$ cat src/rtl/fpba_pkg.sv
`timescale 1ns / 1ps
package fpba_pkg;

	localparam int MAX_BLOCKS = 16;
	localparam int SIZE_WIDTH = 16;
	localparam int IDX_W      = 4;
	localparam int CNT_W      = 5;
	localparam int MODE_W     = 2;
	localparam int CFG_IDX_W  = 1;
	localparam int CFG_DATA_W = 5;
	localparam int TDATA_W    = 24;

	localparam logic [CNT_W-1:0] MAX_COUNT = CNT_W'(MAX_BLOCKS);

	localparam logic CMD_LOAD  = 1'b0;
	localparam logic CMD_ALLOC = 1'b1;

	localparam logic [MODE_W-1:0] FIT_FIRST = 2'd0;
	localparam logic [MODE_W-1:0] FIT_BEST  = 2'd1;
	localparam logic [MODE_W-1:0] FIT_WORST = 2'd2;

	localparam logic [CFG_IDX_W-1:0] REG_FIT_MODE    = 1'b0;
	localparam logic [CFG_IDX_W-1:0] REG_BLOCK_COUNT = 1'b1;

	typedef struct packed {
		logic capture;
		logic scan_step;
		logic finish;
	} ctrl_cmd_t;

	typedef struct packed {
		logic scan_done;
		logic out_free;
	} dp_status_t;

endpackage

$ cat src/rtl/fpba_ctrl.sv
`timescale 1ns / 1ps
module fpba_ctrl (
	input  logic                   clk,
	input  logic                   arst_n,
	input  logic                   s_tvalid,
	input  logic                   s_command,
	output logic                   s_tready,
	input  fpba_pkg::dp_status_t   status,
	output fpba_pkg::ctrl_cmd_t    cmd
);

	typedef enum logic [1:0] {
		ST_IDLE,
		ST_SCAN,
		ST_FINISH
	} state_t;

	state_t state_q;

	assign s_tready = (state_q == ST_IDLE);

	always_comb begin
		cmd.capture   = (state_q == ST_IDLE) && s_tvalid;
		cmd.scan_step = (state_q == ST_SCAN) && !status.scan_done;
		cmd.finish    = (state_q == ST_FINISH) && status.out_free;
	end

	always_ff @(posedge clk or negedge arst_n) begin
		if (!arst_n) begin
			state_q <= ST_IDLE;
		end else begin
			unique case (state_q)
				ST_IDLE: begin
					if (s_tvalid) begin
						state_q <= (s_command == fpba_pkg::CMD_ALLOC) ? ST_SCAN : ST_FINISH;
					end
				end
				ST_SCAN: begin
					if (status.scan_done) begin
						state_q <= ST_FINISH;
					end
				end
				ST_FINISH: begin
					if (status.out_free) begin
						state_q <= ST_IDLE;
					end
				end
				default: begin
					state_q <= ST_IDLE;
				end
			endcase
		end
	end

endmodule

$ cat src/rtl/fpba_datapath.sv
`timescale 1ns / 1ps
module fpba_datapath (
	input  logic                                clk,
	input  logic                                arst_n,
	input  fpba_pkg::ctrl_cmd_t                 cmd,
	output fpba_pkg::dp_status_t                status,
	input  logic                                s_command,
	input  logic [fpba_pkg::IDX_W-1:0]          s_block_index,
	input  logic [fpba_pkg::SIZE_WIDTH-1:0]     s_size_value,
	input  logic                                cfg_valid,
	input  logic [fpba_pkg::CFG_IDX_W-1:0]      cfg_index,
	input  logic [fpba_pkg::CFG_DATA_W-1:0]     cfg_data,
	output logic                                m_tvalid,
	input  logic                                m_tready,
	output logic                                m_granted,
	output logic [fpba_pkg::IDX_W-1:0]          m_chosen_index,
	output logic [fpba_pkg::SIZE_WIDTH-1:0]     m_remaining_size
);

	logic [fpba_pkg::SIZE_WIDTH-1:0] block_free_q [fpba_pkg::MAX_BLOCKS];

	logic [fpba_pkg::MODE_W-1:0]     fit_mode_q;
	logic [fpba_pkg::CNT_W-1:0]      block_count_q;

	logic                            cmd_q;
	logic [fpba_pkg::IDX_W-1:0]      idx_q;
	logic [fpba_pkg::SIZE_WIDTH-1:0] req_q;
	logic [fpba_pkg::CNT_W-1:0]      scan_q;
	logic                            found_q;
	logic [fpba_pkg::IDX_W-1:0]      pick_q;
	logic [fpba_pkg::SIZE_WIDTH-1:0] best_q;

	logic                            out_valid_q;
	logic                            out_granted_q;
	logic [fpba_pkg::IDX_W-1:0]      out_index_q;
	logic [fpba_pkg::SIZE_WIDTH-1:0] out_size_q;

	logic [fpba_pkg::CNT_W-1:0]      limit;
	logic [fpba_pkg::SIZE_WIDTH-1:0] cur_size;
	logic                            fits;
	logic                            take;
	logic [fpba_pkg::SIZE_WIDTH-1:0] reduced;

	assign limit    = (block_count_q > fpba_pkg::MAX_COUNT) ? fpba_pkg::MAX_COUNT : block_count_q;
	assign cur_size = block_free_q[scan_q[fpba_pkg::IDX_W-1:0]];
	assign fits     = (cur_size >= req_q);
	assign reduced  = best_q - req_q;

	assign status.scan_done = (scan_q >= limit);
	assign status.out_free  = !out_valid_q || m_tready;

	// first fit (and the unused code 3) keeps its first hit, best/worst keep comparing
	always_comb begin
		take = 1'b0;
		if (fits) begin
			if (!found_q) begin
				take = 1'b1;
			end else begin
				unique case (fit_mode_q)
					fpba_pkg::FIT_BEST:  take = (best_q > cur_size);
					fpba_pkg::FIT_WORST: take = (best_q < cur_size);
					default:             take = 1'b0;
				endcase
			end
		end
	end

	always_ff @(posedge clk or negedge arst_n) begin
		if (!arst_n) begin
			fit_mode_q    <= fpba_pkg::FIT_FIRST;
			block_count_q <= fpba_pkg::MAX_COUNT;
		end else if (cfg_valid) begin
			unique case (cfg_index)
				fpba_pkg::REG_FIT_MODE:    fit_mode_q    <= cfg_data[fpba_pkg::MODE_W-1:0];
				fpba_pkg::REG_BLOCK_COUNT: block_count_q <= cfg_data[fpba_pkg::CNT_W-1:0];
				default: ;
			endcase
		end
	end

	always_ff @(posedge clk or negedge arst_n) begin
		if (!arst_n) begin
			scan_q  <= '0;
			found_q <= 1'b0;
		end else if (cmd.capture) begin
			scan_q  <= '0;
			found_q <= 1'b0;
		end else if (cmd.scan_step) begin
			scan_q <= scan_q + 1'b1;
			if (take) begin
				found_q <= 1'b1;
			end
		end
	end

	always_ff @(posedge clk) begin
		if (cmd.capture) begin
			cmd_q  <= s_command;
			idx_q  <= s_block_index;
			req_q  <= s_size_value;
			pick_q <= '0;
			best_q <= '0;
		end else if (cmd.scan_step && take) begin
			pick_q <= scan_q[fpba_pkg::IDX_W-1:0];
			best_q <= cur_size;
		end
	end

	always_ff @(posedge clk or negedge arst_n) begin
		if (!arst_n) begin
			for (int i = 0; i < fpba_pkg::MAX_BLOCKS; i++) begin
				block_free_q[i] <= '0;
			end
		end else if (cmd.finish) begin
			if (cmd_q == fpba_pkg::CMD_LOAD) begin
				block_free_q[idx_q] <= req_q;
			end else if (found_q) begin
				block_free_q[pick_q] <= reduced;
			end
		end
	end

	always_ff @(posedge clk or negedge arst_n) begin
		if (!arst_n) begin
			out_valid_q <= 1'b0;
		end else if (cmd.finish) begin
			out_valid_q <= 1'b1;
		end else if (m_tready) begin
			out_valid_q <= 1'b0;
		end
	end

	always_ff @(posedge clk) begin
		if (cmd.finish) begin
			if (cmd_q == fpba_pkg::CMD_LOAD) begin
				out_granted_q <= 1'b1;
				out_index_q   <= idx_q;
				out_size_q    <= req_q;
			end else if (found_q) begin
				out_granted_q <= 1'b1;
				out_index_q   <= pick_q;
				out_size_q    <= reduced;
			end else begin
				out_granted_q <= 1'b0;
				out_index_q   <= '0;
				out_size_q    <= '0;
			end
		end
	end

	assign m_tvalid         = out_valid_q;
	assign m_granted        = out_granted_q;
	assign m_chosen_index   = out_index_q;
	assign m_remaining_size = out_size_q;

`ifndef SYNTHESIS
	a_finish_slot_free: assert property (@(posedge clk) disable iff (!arst_n)
		cmd.finish |-> (!out_valid_q || m_tready))
		else $error("result written over an untaken beat");

	a_scan_bounded: assert property (@(posedge clk) disable iff (!arst_n)
		cmd.scan_step |-> (scan_q < limit))
		else $error("scan stepped past the searched entries");

	a_refused_zero: assert property (@(posedge clk) disable iff (!arst_n)
		(cmd.finish && cmd_q == fpba_pkg::CMD_ALLOC && !found_q) |=>
		(!out_granted_q && out_index_q == '0 && out_size_q == '0))
		else $error("refused request reported nonzero fields");

	a_pick_fits: assert property (@(posedge clk) disable iff (!arst_n)
		(cmd.finish && cmd_q == fpba_pkg::CMD_ALLOC && found_q) |-> (best_q >= req_q))
		else $error("chosen entry smaller than request");
`endif

endmodule

$ cat src/rtl/fit_policy_block_allocator.sv
`timescale 1ns / 1ps
// Free-size table allocator over 16 entries. A beat with tuser=0 loads block_index with
// size_value; a beat with tuser=1 searches entries 0..block_count-1 (clamped to 16) for
// one with free size >= size_value, picking by fit_mode (0 first, 1 best, 2 worst, 3 as
// first; ties to lowest index), subtracts the request and reports granted, index and
// remaining size. Every beat in gives exactly one beat out. A load goes straight to the
// write-back; an allocate first runs a sequential scan that reads one table entry per
// cycle before the write-back. The write-back waits while the previous result beat is
// still untaken; the output register holds a result while the next beat is taken.
// Configuration writes belong to idle periods only.
// The block itself does not enforce this.
module fit_policy_block_allocator (
	input  logic                                clk,
	input  logic                                arst_n,
	input  logic                                s_tvalid,
	output logic                                s_tready,
	input  logic [fpba_pkg::TDATA_W-1:0]        s_tdata,   // [3:0] block_index, [19:4] size_value
	input  logic                                s_tuser,   // [0] command
	output logic                                m_tvalid,
	input  logic                                m_tready,
	output logic [fpba_pkg::TDATA_W-1:0]        m_tdata,   // [3:0] chosen_index, [19:4] remaining_size
	output logic                                m_tuser,   // [0] granted
	input  logic                                cfg_valid,
	output logic                                cfg_ready,
	input  logic [fpba_pkg::CFG_IDX_W-1:0]      cfg_index,
	input  logic [fpba_pkg::CFG_DATA_W-1:0]     cfg_data
);

	localparam int PAD_W = fpba_pkg::TDATA_W - fpba_pkg::IDX_W - fpba_pkg::SIZE_WIDTH;

	fpba_pkg::ctrl_cmd_t  cmd;
	fpba_pkg::dp_status_t status;

	logic [fpba_pkg::IDX_W-1:0]      chosen_index;
	logic [fpba_pkg::SIZE_WIDTH-1:0] remaining_size;

	assign cfg_ready = 1'b1;

	fpba_ctrl u_ctrl (
		.clk       (clk),
		.arst_n    (arst_n),
		.s_tvalid  (s_tvalid),
		.s_command (s_tuser),
		.s_tready  (s_tready),
		.status    (status),
		.cmd       (cmd)
	);

	fpba_datapath u_datapath (
		.clk              (clk),
		.arst_n           (arst_n),
		.cmd              (cmd),
		.status           (status),
		.s_command        (s_tuser),
		.s_block_index    (s_tdata[fpba_pkg::IDX_W-1:0]),
		.s_size_value     (s_tdata[fpba_pkg::IDX_W +: fpba_pkg::SIZE_WIDTH]),
		.cfg_valid        (cfg_valid),
		.cfg_index        (cfg_index),
		.cfg_data         (cfg_data),
		.m_tvalid         (m_tvalid),
		.m_tready         (m_tready),
		.m_granted        (m_tuser),
		.m_chosen_index   (chosen_index),
		.m_remaining_size (remaining_size)
	);

	assign m_tdata = {{PAD_W{1'b0}}, remaining_size, chosen_index};

endmodule

$ cat config.mk
export PLATFORM = sky130hd
export DESIGN_NAME = fit_policy_block_allocator
export DESIGN_NICKNAME = d
export VERILOG_FILES = /design/src/rtl/fpba_pkg.sv /design/src/rtl/fpba_ctrl.sv /design/src/rtl/fpba_datapath.sv /design/src/rtl/fit_policy_block_allocator.sv
export SDC_FILE = /design/constraint.sdc
export NUM_CORES = 1
export LEC_CHECK = 0
export BUFFER_PORTS_ARGS = -buffer_cell sky130_fd_sc_hd__buf_2
export CAP_MARGIN = 20
export CORE_UTILIZATION = 30
export CTS_BUF_LIST = sky130_fd_sc_hd__clkbuf_8
export DETAILED_ROUTE_END_ITERATION = 10
export SLEW_MARGIN = 20
export SYNTH_ARGS = -nofsm -noshare
export SYNTH_HDL_FRONTEND = slang
export SYNTH_SLANG_ARGS = --single-unit
$ cat constraint.sdc
create_clock -name clk -period 3.5 [get_ports clk]
set_input_delay 0.35 -clock clk [delete_from_list [all_inputs] [get_ports clk]]
set_output_delay 0.35 -clock clk [all_outputs]
set_load 0.01 [all_outputs]
# Yosys cells after proc, flatten, opt, wreduce, memory -nomap -nowiden
# Index checks and enable logic that the tools add are counted.
# W data, S select, Z words.
[word_totals]
reg_bits = 334
latch_bits = 0
ramBits = 0
romBits = 0
memories = 0
[op_classes]
add_sub_neg = 2
n_mul = 0
div = 0
n_lt_le_gt_ge = 10
n_eq_ne = 8
shifts = 0
muxes = 32
n_bitwise = 4
n_reduce_logical = 18
[op_table]
columns = ["operator", "n"]
rows = [
  ["$bwmux W256", 2],
  ["$mux W256", 2],
  ["$demux W16 S4", 2],
  ["$mux W16", 6],
  ["$bmux W16 S4", 1],
  ["$ge A16 B16 Y1", 1],
  ["$gt A16 B16 Y1", 1],
  ["$lt A16 B16 Y1", 1],
  ["$sub A16 B16 Y16", 1],
  ["$ge A5 B5 Y1 const B", 3],
  ["$mux W5", 3],
  ["$not A4 Y5", 3],
  ["$lt A5 B1 Y1 const B", 2],
  ["$mux W1", 8],
  ["$mux W2", 4],
  ["$mux W4", 2],
  ["$reduce_and A2 Y1", 4],
  ["$logic_and A1 B1 Y1", 6],
  ["$pmux W2 S3", 1],
  ["$reduce_bool A2 Y1", 3],
  ["$add A5 B1 Y5 const B", 1],
  ["$ge A5 B5 Y1", 1],
  ["$gt A5 B5 Y1 const B", 1],
  ["$eq A2 B1 Y1 const B", 2],
  ["other kinds (9)", 13],
]

# Depth between registers and ports, before layout
# Gate-level depths: netlist of the first run.
[logic_depth]
depth_word = 11
mapped_depth = 18
ltp_nobuf = 14

# Cells and area by module
# From an unflattened synthesis of the first run, not the netlist that was laid out.
[hier_totals]
cells_unflattened = 1918
area_unflattened_um2 = 18819.3
[modules_own_cells]
columns = ["module", "instances", "cells_each", "area_per_inst_um2"]
rows = [
  ["fpba_datapath", 1, 1898, 18654.1],
  ["fpba_ctrl", 1, 13, 120.1],
  ["fit_policy_block_allocator", 1, 7, 45.0],
]

# Worst setup path before layout of the first run
# No wires, ideal clock.
[synth_path]
path_kind = "register to register"
from = "register u_datapath.scan_q[0] (netlist name)"
to = "register u_datapath.pick_q[1] (netlist name)"
arrival_ns = 3.700
setup_slack_ns = -0.322
path_stages_with_launch = 18
n_path_buf = 4
path_cell_list = "dfrtp_1 -> clkbuf_1 -> buf_2 -> buf_2 -> mux4_2 -> mux2i_1 -> nor2_1 -> a21oi_1 -> ha_1 -> nor2b_1 -> o211ai_1 -> a2111oi_0 -> nor4b_1 -> mux2i_1 -> a21oi_4 -> buf_4 -> nand2_1 -> o21ai_0"
[synth_between]
elab_chain_cells = 9
elab_cells_between_ends = 14
[synth_lines]
columns = ["item", "line_no", "rtl"]
rows = [
  ["start, declared", "fpba_datapath.sv:28", "logic [fpba_pkg::CNT_W-1:0] scan_q;"],
  ["start signal, assigned", "fpba_datapath.sv:89", "scan_q <= scan_q + 1'b1;"],
  ["$not A4 Y5 (not written as such)", "fpba_datapath.sv:45", "assign cur_size = block_free_q[scan_q[fpba_pkg::IDX_W-1:0]];"],
  ["$bmux W16 S4", "fpba_datapath.sv:45", ""],
  ["$mux W16 (not written as such) (2 in a row)", "fpba_datapath.sv:45", ""],
  ["$lt A16 B16 Y1 or $gt A16 B16 Y1 (tied branches)", "fpba_datapath.sv:61, fpba_datapath.sv:60", ""],
  ["$pmux W1 S2", "fpba_datapath.sv:59", "unique case (fit_mode_q)"],
  ["$mux W1", "fpba_datapath.sv:56", "if (!found_q) begin"],
  ["$mux W1", "fpba_datapath.sv:55", "if (fits) begin"],
  ["$logic_and A1 B1 Y1 *", "fpba_datapath.sv:103", "end else if (cmd.scan_step && take) begin"],
  ["end signal, assigned", "fpba_datapath.sv:104", "pick_q <= scan_q[fpba_pkg::IDX_W-1:0];"],
  ["end, declared", "fpba_datapath.sv:30", "logic [fpba_pkg::IDX_W-1:0] pick_q;"],
]
# Every way passes the cells marked *; elsewhere a longest branch is shown, timed or not. The select of a mux whose other input is x is not followed.
# A chain may end at the register's enable or synchronous reset.

# Final worst setup path of the first run
[layout_path]
from = "register u_datapath.scan_q[0] (netlist name)"
to = "register u_datapath.best_q[5] (netlist name)"
[layout_between]
elab_chain_cells = 9
elab_cells_between_ends = 14
[layout_lines]
columns = ["item", "line_no", "rtl"]
rows = [
  ["$not A4 Y5 (not written as such)", "fpba_datapath.sv:45", ""],
  ["$bmux W16 S4", "fpba_datapath.sv:45", ""],
  ["$mux W16 (not written as such) (2 in a row)", "fpba_datapath.sv:45", ""],
  ["$lt A16 B16 Y1 or $gt A16 B16 Y1 (tied branches)", "fpba_datapath.sv:61, fpba_datapath.sv:60", ""],
  ["$pmux W1 S2", "fpba_datapath.sv:59", ""],
  ["$mux W1", "fpba_datapath.sv:56", ""],
  ["$mux W1", "fpba_datapath.sv:55", ""],
  ["$logic_and A1 B1 Y1", "fpba_datapath.sv:103", ""],
  ["end signal, assigned", "fpba_datapath.sv:105", "best_q <= cur_size;"],
  ["end, declared", "fpba_datapath.sv:31", "logic [fpba_pkg::SIZE_WIDTH-1:0] best_q;"],
]
# Several ways; a longest one is shown, not always the timed one. The select of a mux whose other input is x is not followed.

==> reports/summary.txt, run 1 <==
outcome = finished, violations left
failing checks = negative setup slack
standard-cell rows = 91
final critical path time including I/O delays and setup = 3.78 ns
final setup vio count = 21
initial core utilization = 30.5%
Pre-antenna DRT Iters = 7
arrival time worst endpoint = 4.34 ns
slew of the pin with the lowest slew margin = 1.10 ns
setup skew after layout = 0.0331 ns
synthesized cell area = 0.0189 mm²
gpl congestion = 0.999
average cell area after synthesis = 9.75 µm²
Setup crit end kind = flop
most used flip-flop cell after synthesis = sky130_fd_sc_hd__dfrtp_1
wire length after detailed routing = 76.4 mm
number of cells on the worst hold path = 3
via count of the first global-routing pass = 17,494
Async SR Flop Fraction = 81.4%
combined area of the multi-input logic cells = 0.00978 mm²
number of synthesized flops with an enable pin = 42
Setup CP Type = reg2reg
setup tns final = -5.46 ns
die boundary width = 253 µm
setup repair after global routing missed its margin = yes
Hold Path Class = in2reg
sequential element share of the synthesized area = 44.7%
largest vdd supply drop = 324 µV
Final ANT Viol Nets = 0
wire length of the first global-routing pass = 114 mm
Layout Nets = 2,221
clock tree sinks = 334
Distinct cells, synth = 75
post-layout total power = 17.6 mW
hold violation total from the final report = 0
floorplan die area = 0.0641 mm²
iteration-0 DRC count of the detailed router = 1,926
count of state elements after synthesis = 334
most common cell after layout, fill and taps aside = sky130_fd_sc_hd__nor2_1
Synth area leaders = sky130_fd_sc_hd__dfrtp_1 (36%), sky130_fd_sc_hd__mux4_2 (7.6%), sky130_fd_sc_hd__edfxtp_1 (6.7%)
Peak Freq = 264 MHz
core region area = 0.0621 mm²
ports placed on the boundary = 64
GRT Util Overall = 23.9%
share of the clock period used by the worst path = 108%
required time of the worst setup path = 4.06 ns
largest area contributor in the synthesized netlist = sky130_fd_sc_hd__dfrtp_1
H-Tree Level Count = 2
worst-case headroom to the max-slew limit = 26.7%
worst-case reg-to-reg path depth = 16
portion of synthesized cell area occupied by the leading cell type = 35.8%
HPWL reported at the end of detailed placement = 54.4 mm
root cell of the clock tree = sky130_fd_sc_hd__clkbuf_8
clock-pin slew on the worst setup and hold paths = 0.07 ns
number of antenna violations at the first check in global routing = 0
power per cell area = 765 mW/mm²
count of pins over their slew limit = 0
max-cap check violation count = 0
Via Count = 17,488
post-route worst setup slack = -0.284 ns
setup slack after placement = -0.446 ns
overall die height = 253 µm
largest buffer count on any clock path = 3
startpoint kind of the worst setup timing path = flop
Remaining DRCs = 0
worst hold margin = 0.0262 ns
largest net degree at the start of global routing = 105
area taken by flip-flops and latches = 0.00848 mm²
number of instances in the synthesized netlist = 1,942
count of antenna diodes in the layout = 0
number of clock buffers inserted by TritonCTS = 59
commonest cells after routing, fill and taps aside = sky130_fd_sc_hd__nor2_1 (295), sky130_fd_sc_hd__dfrtp_1 (268), sky130_fd_sc_hd__nand2_1 (167)
number of buffers inserted by port buffering = 54
share of layout cells above drive strength 1 = 22.2%
clock tree from TritonCTS = done
later-pin clock latency in the skew report = 0.70 ns
fill cell count = 6,144
number of warnings issued by yosys = 0
critical path fanouts, max = 10
Wirelength per Cell = 25.4 µm
total leakage power = 9.55 nW
total grt overflow = 0
post-synthesis to final-layout area growth = 21.5%
routed via count divided by cell count = 5.81
## stage by stage
stage / util, % / cells / instance area (µm²)
after CTS: 36.9 / 3003 / 22900
final: 37.1 / 3009 / 23000
after global routing: 37.1 / 3009 / 23000
after detailed placement: 34.1 / 2858 / 21100
after global placement: 34.1 / 2858 / 21100
after floorplan: - / 1945 / 19000
## state kept, by name, indices dropped and copies added (netlist names), 2 cells and up
name,flops
u_datapath.req_q,16
u_datapath.m_remaining_size,16
u_datapath.block_free_q,256
u_datapath.pick_q,4
u_datapath.m_chosen_index,4
u_datapath.best_q,16
u_ctrl.state_q,2
u_datapath.idx_q,4
u_datapath.block_count_q,5
u_datapath.fit_mode_q,2
u_datapath.scan_q,5
## per-layer routing
layer,routed length [µm],global-route usage (%)
met5,0,0
met4,3640,11.1
met3,7910,6.37
met2,33400,36.2
met1,31500,31.7
## cell usage after synthesis, types with 11 or more instances
| master | n |
|---|---|
| sky130_fd_sc_hd__inv_1 | 50 |
| sky130_fd_sc_hd__dfrtp_1 | 271 |
| sky130_fd_sc_hd__mux2_2 | 22 |
| sky130_fd_sc_hd__buf_2 | 48 |
| sky130_fd_sc_hd__o22a_1 | 16 |
| sky130_fd_sc_hd__dfxtp_1 | 20 |
| sky130_fd_sc_hd__ha_1 | 55 |
| sky130_fd_sc_hd__nor2_1 | 297 |
| sky130_fd_sc_hd__mux2i_1 | 36 |
| sky130_fd_sc_hd__o21ai_0 | 151 |
| sky130_fd_sc_hd__clkbuf_1 | 84 |
| sky130_fd_sc_hd__o221ai_1 | 64 |
| sky130_fd_sc_hd__nand3_1 | 29 |
| sky130_fd_sc_hd__a221oi_1 | 40 |
| sky130_fd_sc_hd__o22ai_1 | 14 |
| sky130_fd_sc_hd__nand4_1 | 11 |
| sky130_fd_sc_hd__edfxtp_1 | 42 |
| sky130_fd_sc_hd__a21oi_1 | 116 |
| sky130_fd_sc_hd__a221o_1 | 16 |
| sky130_fd_sc_hd__nor2b_1 | 14 |
| sky130_fd_sc_hd__o21a_1 | 58 |
| sky130_fd_sc_hd__nor3_1 | 51 |
| sky130_fd_sc_hd__mux4_2 | 64 |
| sky130_fd_sc_hd__o21ai_1 | 11 |
| sky130_fd_sc_hd__nand2b_1 | 19 |
| sky130_fd_sc_hd__nand2_1 | 167 |
| sky130_fd_sc_hd__a22oi_1 | 36 |
## power breakdown
| part | switching [mW] | internal, mW | total [mW] |
|---|---|---|---|
| clock network | 1.77 | 1.88 | 3.65 |
| registers | 0.802 | 5.08 | 5.88 |
| logic | 4.77 | 3.30 | 8.07 |
| total | 7.34 | 10.3 | 17.6 |
## critical path, cell delays in order (launching register included)
cell	delay, ns
sky130_fd_sc_hd__dfrtp_4	0.55
sky130_fd_sc_hd__buf_6	0.17
sky130_fd_sc_hd__buf_12	0.15
sky130_fd_sc_hd__mux4_2	0.54
sky130_fd_sc_hd__mux2i_2	0.21
sky130_fd_sc_hd__nor2_1	0.07
sky130_fd_sc_hd__a21oi_1	0.15
sky130_fd_sc_hd__buf_4	0.17
sky130_fd_sc_hd__ha_4	0.21
sky130_fd_sc_hd__nand4_1	0.17
sky130_fd_sc_hd__buf_4	0.15
sky130_fd_sc_hd__a211oi_2	0.04
sky130_fd_sc_hd__nor4b_2	0.33
sky130_fd_sc_hd__mux2i_1	0.34
sky130_fd_sc_hd__a21oi_4	0.13
sky130_fd_sc_hd__buf_12	0.17
sky130_fd_sc_hd__mux2i_1	0.11
## worst paths after layout
path | start | endpoint | slack (ns)
worst max-delay path | u_datapath.scan_q[0] | u_datapath.best_q[5] | -0.28
worst min-delay path | cfg_index | u_datapath.fit_mode_q[1] | 0.03
worst max register to register | u_datapath.scan_q[0] | u_datapath.best_q[5] | -0.28
worst min register to register | u_datapath.best_q[0] | u_datapath.best_q[0] | 0.47
max in group asynchronous | arst_n | u_datapath.block_count_q[4] | 2.30
min in group asynchronous | arst_n | u_datapath.block_free_q[157] | 0.33
## cell families after synthesis
group           after synthesis  synth area share (%)
compound gates              588                  21.2
flops                       334                  44.7
other cells                   2                0.0397
xor+xnor                     15                 0.773
simple gates                619                  13.9
fa+ha+maj                    56                  3.74
buf+inv                     206                  4.73
mux                         122                  10.8
## area by class of cell
type	count	area share [%]
Clock inverter	34	0.783
Timing Repair Buffer	278	10.3
Sequential cell	334	36.8
Multi-Input combinational cell	1405	42.5
Inverter	51	0.832
Clock buffer	70	4.19
Tap cell	837	4.55
## timing repair
item | in CTS | in global routing
gates cloned | 2 | 0
hold buffers | 30 | 0
hold endpoints to repair | 129 | 0
resized for setup | 43 | 11
setup endpoints to repair | 21 | 21
buffers inserted | 9 | 7
pin swaps | 4 | 6
No activity file was read; power rests on OpenSTA's default activity.
==> run 2: changes to the inputs <==
==> constraint.sdc (replaced) <==
create_clock -name clk -period 3.5 [get_ports clk]
set_input_delay 0.7 -clock clk [delete_from_list [all_inputs] [get_ports clk]]
set_output_delay 0.7 -clock clk [all_outputs]
set_load 0.01 [all_outputs]
==> run 2 against run 1 <==
Net effect:
- the run still ends with negative setup slack left
- critical path depth shrank 1
- die area is the same
- total power up 0.59%
- largest power group unchanged
- count of clock-buffer cells in the layout shrank 1
- sequential share of layout area up 0.20 points
- via count down 1.9%
- register-to-register slack got worse by 0.03 ns
- routed wire length fell by 2.9%
- non-clock buffer count fell by 13
- core utilization decreased by 0.20 points
- highest routed layer unchanged
- combinational power rose by 2.7%
- maximum frequency fell by 0.87%
==> reports/summary.txt, run 2 (synthesis gave the netlist of run 1 again) <==
outcome = finished, violations left
failing checks = negative setup slack
Final ANT Viol Nets = 0
Wirelength per Cell = 24.7 µm
wire length after detailed routing = 74.2 mm
count of pins over their slew limit = 0
floorplan die area = 0.0641 mm²
HPWL reported at the end of detailed placement = 52.8 mm
standard-cell rows = 91
cell occurring most often along the worst timing path = sky130_fd_sc_hd__buf_12
critical path buffer and inverter count = 3
clock-pin slew on the worst setup and hold paths = 0.07 ns
total grt overflow = 0
required time of the worst setup path = 4.03 ns
Setup CP Type = reg2reg
master of the slowest instance on the critical path = sky130_fd_sc_hd__dfrtp_4
number of clock buffers inserted by TritonCTS = 60
Hold Path Class = in2async
largest buffer count on any clock path = 3
initial core utilization = 30.5%
number of buffers inserted by port buffering = 54
max FFs per register = 256
share of layout cells above drive strength 1 = 23.2%
fin cells = 3,001
CP top delay family = multiplexers
total leakage power = 9.56 nW
max incr delay on CP = 0.50 ns
H-Tree Level Count = 2
via count of the first global-routing pass = 16,999
max-cap check violation count = 0
count of antenna diodes in the layout = 0
setup tns final = -5.30 ns
Via Count = 17,163
die boundary width = 253 µm
core region area = 0.0621 mm²
post-synthesis to final-layout area growth = 20.9%
root cell of the clock tree = sky130_fd_sc_hd__clkbuf_8
Layout Nets = 2,209
ports placed on the boundary = 64
final critical path time including I/O delays and setup = 3.82 ns
startpoint kind of the worst setup timing path = flop
GRT Util Overall = 23.0%
later-pin clock latency in the skew report = 0.68 ns
count of hold-fix buffers inserted at cts = 0
Pre-antenna DRT Iters = 6
largest vdd supply drop = 339 µV
worst-case headroom to the max-slew limit = 23.0%
post-route worst setup slack = -0.318 ns
iteration-0 DRC count of the detailed router = 2,096
most common cell after layout, fill and taps aside = sky130_fd_sc_hd__nor2_1
setup repair after global routing missed its margin = yes
arrival time worst endpoint = 4.35 ns
share of the clock period used by the worst path = 109%
power per cell area = 773 mW/mm²
setup skew after layout = 0.0410 ns
Setup crit end kind = flop
overall die height = 253 µm
DP Cell Count = 2,873
clock tree sinks = 334
ordered cell list for the critical path = buf_12, buf_12, mux4_2, mux2_4, a21oi_4, ha_4, nor2b_4, o211ai_1, a2111oi_4, nor4b_4, mux2i_2, a21oi_4, buf_12, nand2_1, o21ai_0
Peak Freq = 262 MHz
commonest cells after routing, fill and taps aside = sky130_fd_sc_hd__nor2_1 (295), sky130_fd_sc_hd__dfrtp_1 (268), sky130_fd_sc_hd__buf_4 (184)
Remaining DRCs = 0
hold violation total from the final report = 0
slew of the pin with the lowest slew margin = 1.15 ns
register containing the most flip-flops in the final layout = u_datapath.block_free_q
routed via count divided by cell count = 5.72
final standard cell utilization of the core = 36.9%
gpl congestion = 1.03
critical path fanouts, max = 16
clock tree from TritonCTS = done
number of antenna violations at the first check in global routing = 1
wire length of the first global-routing pass = 109 mm
final setup vio count = 21
largest net degree at the start of global routing = 90
run 2: cell count changes in the layout (fill, tap and decap cells not counted), moves of 5 or more:
cell                            previous run  this run
sky130_fd_sc_hd__inv_1                    63        75
sky130_fd_sc_hd__dlygate4sd3_1            30         0
sky130_fd_sc_hd__o21ai_1                  18        13
sky130_fd_sc_hd__buf_4                   163       184
sky130_fd_sc_hd__a21oi_1                 105       100
sky130_fd_sc_hd__mux2_4                    5        10
sky130_fd_sc_hd__o21ai_0                 143       148
sky130_fd_sc_hd__mux2_2                   17        12
run 2: through the flow:
stage               power, mW  setup slack (ns)  hold slack [ns]  cell area, µm²
floorplan                10.1           0.00509            0.404           19000
global placement         13.1            -0.410            0.445           21200
detailed placement       13.3            -0.415            0.463           21200
CTS                      17.1            -0.300           0.0754           22600
global route             18.6            -0.413            0.116           22900
finish                   17.7            -0.318           0.0859           22900
run 2: path summary, 6_finish.rpt:
path | from | endpoint | slack (ns) | cells after the start
min reg2reg | u_datapath.best_q[0] | u_datapath.best_q[0] | 0.47 | 2
max | u_datapath.scan_q[0] | u_datapath.pick_q[0] | -0.32 | 15
max reg2reg | u_datapath.scan_q[0] | u_datapath.pick_q[0] | -0.32 | 15
min in group clk | s_tdata[18] | u_datapath.req_q[14] | 0.19 | 1
max in group asynchronous | arst_n | u_datapath.block_free_q[117] | 2.50 | 2
min | arst_n | u_datapath.block_free_q[206] | 0.09 | 1
run 2: timing repair:
action	CTS	global route
gates cloned	2	1
gates resized for setup	17	49
setup endpoints to repair	21	21
setup buffers	5	12
pin swaps	4	11
run 2: per-layer routing:
layer / vias up / track usage (%) / routed length (µm)
li1: 7519 / - / -
met1: 8477 / 30.5 / 30200
met2: 976 / 35.8 / 33000
met3: 191 / 5.64 / 7930
met4: 0 / 9.21 / 3050
met5: - / 0 / 0
run 2: where the power goes:
group	switching (mW)	leakage, nW	internal [mW]
Combinational	4.81	4.69	3.48
Clock	1.74	0.688	1.85
Sequential	0.736	4.18	5.08
Total	7.28	9.56	10.4
run 2: cell type report:
type | count | area (µm²)
clock buffers | 69 | 950
clock inverters | 40 | 186
fillers | 6177 | 39200
inverters | 51 | 191
multi-input cells | 1405 | 9870
flip-flops and latches | 334 | 8480
well taps | 837 | 1050
repair buffers | 265 | 2160
==> run 3: changes to the inputs <==
--- a/config.mk
+++ b/config.mk
@@ -14,3 +14,4 @@
 export SYNTH_ARGS = -nofsm -noshare
 export SYNTH_HDL_FRONTEND = slang
 export SYNTH_SLANG_ARGS = --single-unit
+export TNS_END_PERCENT = 5
==> run 3 against run 2 <==
Net effect:
- the flow still finishes with violations (negative setup slack)
- global-route usage is the same
- final area fell by 0.10%
- clock skew is 0.0043 ns lower
- count of clock-buffer cells in the layout did not move
- flip-flop and latch count stayed put
==> reports/summary.txt, run 3 (synthesis gave the netlist of run 1 again) <==
clock tree sinks = 334
combined area of the multi-input logic cells = 0.00983 mm²
power per cell area = 774 mW/mm²
net switching fraction of the power = 41.2%
clock network power share = 20.3%
largest net degree at the start of global routing = 90
overall die height = 253 µm
wire length after detailed routing = 74.0 mm
setup skew after layout = 0.0368 ns
Worst R2R Setup Slack = -0.34 ns
share of the clock period used by the worst path = 110%
outcome = finished, violations left
clock-pin slew on the worst setup and hold paths = 0.07 ns
Setup crit end kind = flop
final setup vio count = 21
root cell of the clock tree = sky130_fd_sc_hd__clkbuf_8
part of the power in combinational logic = 46.8%
GRT Util Overall = 23.0%
sequential share of power = 32.9%
startpoint kind of the worst setup timing path = flop
Via Count = 17,193
critical path fanouts, max = 8
H-Tree Level Count = 2
Setup CP Type = reg2reg
number of buffers inserted by port buffering = 54
HPWL reported at the end of detailed placement = 52.8 mm
Net Sw Power = 7.29 mW
share of layout cells above drive strength 1 = 23.1%
count of hold-fix buffers inserted at cts = 0
register containing the most flip-flops in the final layout = u_datapath.block_free_q
routed via count divided by cell count = 5.73
Internal Dissipation = 10.4 mW
die boundary width = 253 µm
count of pins over their slew limit = 0
count of antenna diodes in the layout = 0
largest vdd supply drop = 328 µV
post-route worst setup slack = -0.342 ns
setup repair after global routing missed its margin = yes
Layout Nets = 2,210
hold violation total from the final report = 0
arrival time worst endpoint = 4.39 ns
Final ANT Viol Nets = 0
standard-cell rows = 91
Pre-antenna DRT Iters = 6
slew of the pin with the lowest slew margin = 1.08 ns
commonest cells after routing, fill and taps aside = sky130_fd_sc_hd__nor2_1 (295), sky130_fd_sc_hd__dfrtp_1 (268), sky130_fd_sc_hd__buf_4 (186)
area taken by flip-flops and latches = 0.00848 mm²
total leakage power = 9.57 nW
Peak Freq = 260 MHz
gpl congestion = 1.03
core region area = 0.0621 mm²
clock tree from TritonCTS = done
later-pin clock latency in the skew report = 0.69 ns
largest buffer count on any clock path = 3
Remaining DRCs = 0
fill cell count = 6,166
via count of the first global-routing pass = 16,996
failing checks = negative setup slack
max-cap check violation count = 0
number of clock buffers inserted by TritonCTS = 60
most common cell after layout, fill and taps aside = sky130_fd_sc_hd__nor2_1
post-synthesis to final-layout area growth = 20.8%
worst-case headroom to the max-slew limit = 27.4%
final critical path time including I/O delays and setup = 3.84 ns
number of antenna violations at the first check in global routing = 1
required time of the worst setup path = 4.05 ns
worst hold margin = 0.0861 ns
Hold Path Class = in2async
ports placed on the boundary = 64
total grt overflow = 0
Wirelength per Cell = 24.7 µm
floorplan die area = 0.0641 mm²
max FFs per register = 256
setup tns final = -6.09 ns
iteration-0 DRC count of the detailed router = 1,923
wire length of the first global-routing pass = 109 mm
initial core utilization = 30.5%
==> run 3: cell types whose count changed in the layout (fill, tap and decap cells not counted), sizes merged <==
| cell | previous run | this run |
|---|---|---|
| clkbuf | 70 | 71 |
==> run 3: stage by stage <==
step	cells	cell area, µm²	utilization, %	setup WS, ns	power (mW)
global route	3002	22900	36.8	-0.441	18.5
global placement	2873	21200	34.2	-0.410	13.1
detailed placement	2873	21200	34.2	-0.415	13.3
floorplan	1945	19000	-	0.00509	10.1
CTS	2989	22600	36.4	-0.300	17.1
finish	3002	22900	36.8	-0.342	17.7
==> run 3: area by class of cell <==
type	count	share of cell area, %
clock buffers	69	4.15
clock inverters	40	0.815
inverters	51	0.837
multi-input cells	1405	43.0
flip-flops and latches	334	37.1
well taps	837	4.58
repair buffers	266	9.54
==> run 3: power groups by stage <==
| stage | clock, mW | sequential (mW) | combinational, mW |
|---|---|---|---|
| 3_3_place_gp | 0 | 5.79 | 7.30 |
| 2_1_floorplan | 0 | 5.57 | 4.51 |
| 6_report | 3.60 | 5.82 | 8.28 |
| 4_1_cts | 3.66 | 5.79 | 7.70 |
| 3_5_place_dp | 0 | 5.84 | 7.43 |
| 5_1_grt | 3.83 | 5.92 | 8.80 |
==> run 3: final timing paths <==
check | depth (start not counted) | endpoint | from
min in group clk | 1 | u_datapath.req_q[14] | s_tdata[18]
worst max register to register | 17 | u_datapath.pick_q[0] | u_datapath.scan_q[0]
worst max-delay path | 17 | u_datapath.pick_q[0] | u_datapath.scan_q[0]
worst min register to register | 2 | u_datapath.best_q[0] | u_datapath.best_q[0]
max in group asynchronous | 2 | u_datapath.block_free_q[117] | arst_n
worst min-delay path | 1 | u_datapath.block_free_q[253] | arst_n
==> run 3: worst max-delay path, stage by stage (launching register included) <==
cell                        delay, ns
sky130_fd_sc_hd__dfrtp_4         0.51
sky130_fd_sc_hd__buf_12          0.15
sky130_fd_sc_hd__buf_6           0.11
sky130_fd_sc_hd__buf_16          0.13
sky130_fd_sc_hd__mux4_2          0.41
sky130_fd_sc_hd__mux2i_1         0.16
sky130_fd_sc_hd__nor2_1          0.09
sky130_fd_sc_hd__a21oi_4         0.21
sky130_fd_sc_hd__ha_4            0.24
sky130_fd_sc_hd__nor2b_4         0.12
sky130_fd_sc_hd__o211ai_1        0.34
sky130_fd_sc_hd__a2111oi_4       0.14
sky130_fd_sc_hd__nor4b_4         0.34
sky130_fd_sc_hd__mux2i_2         0.31
sky130_fd_sc_hd__a21oi_4         0.13
sky130_fd_sc_hd__clkbuf_16       0.19
sky130_fd_sc_hd__nand2_2         0.06
sky130_fd_sc_hd__o21ai_1         0.06
==> run 3: metal layers <==
metal | track usage (%) | part of all wire [%] | vias to the layer above
met5 | 0 | 0 | -
met4 | 9.21 | 4.0 | 0
met3 | 5.65 | 11 | 196
met2 | 35.8 | 45 | 990
met1 | 30.5 | 40 | 8485
li1 | - | - | 7522
==> run 3: timing repair <==
action	4_1_cts	5_1_grt
pin swaps	4	15
endpoints found under the setup margin	21	21
gates cloned	2	2
resized for setup	17	45
buffers inserted	5	12
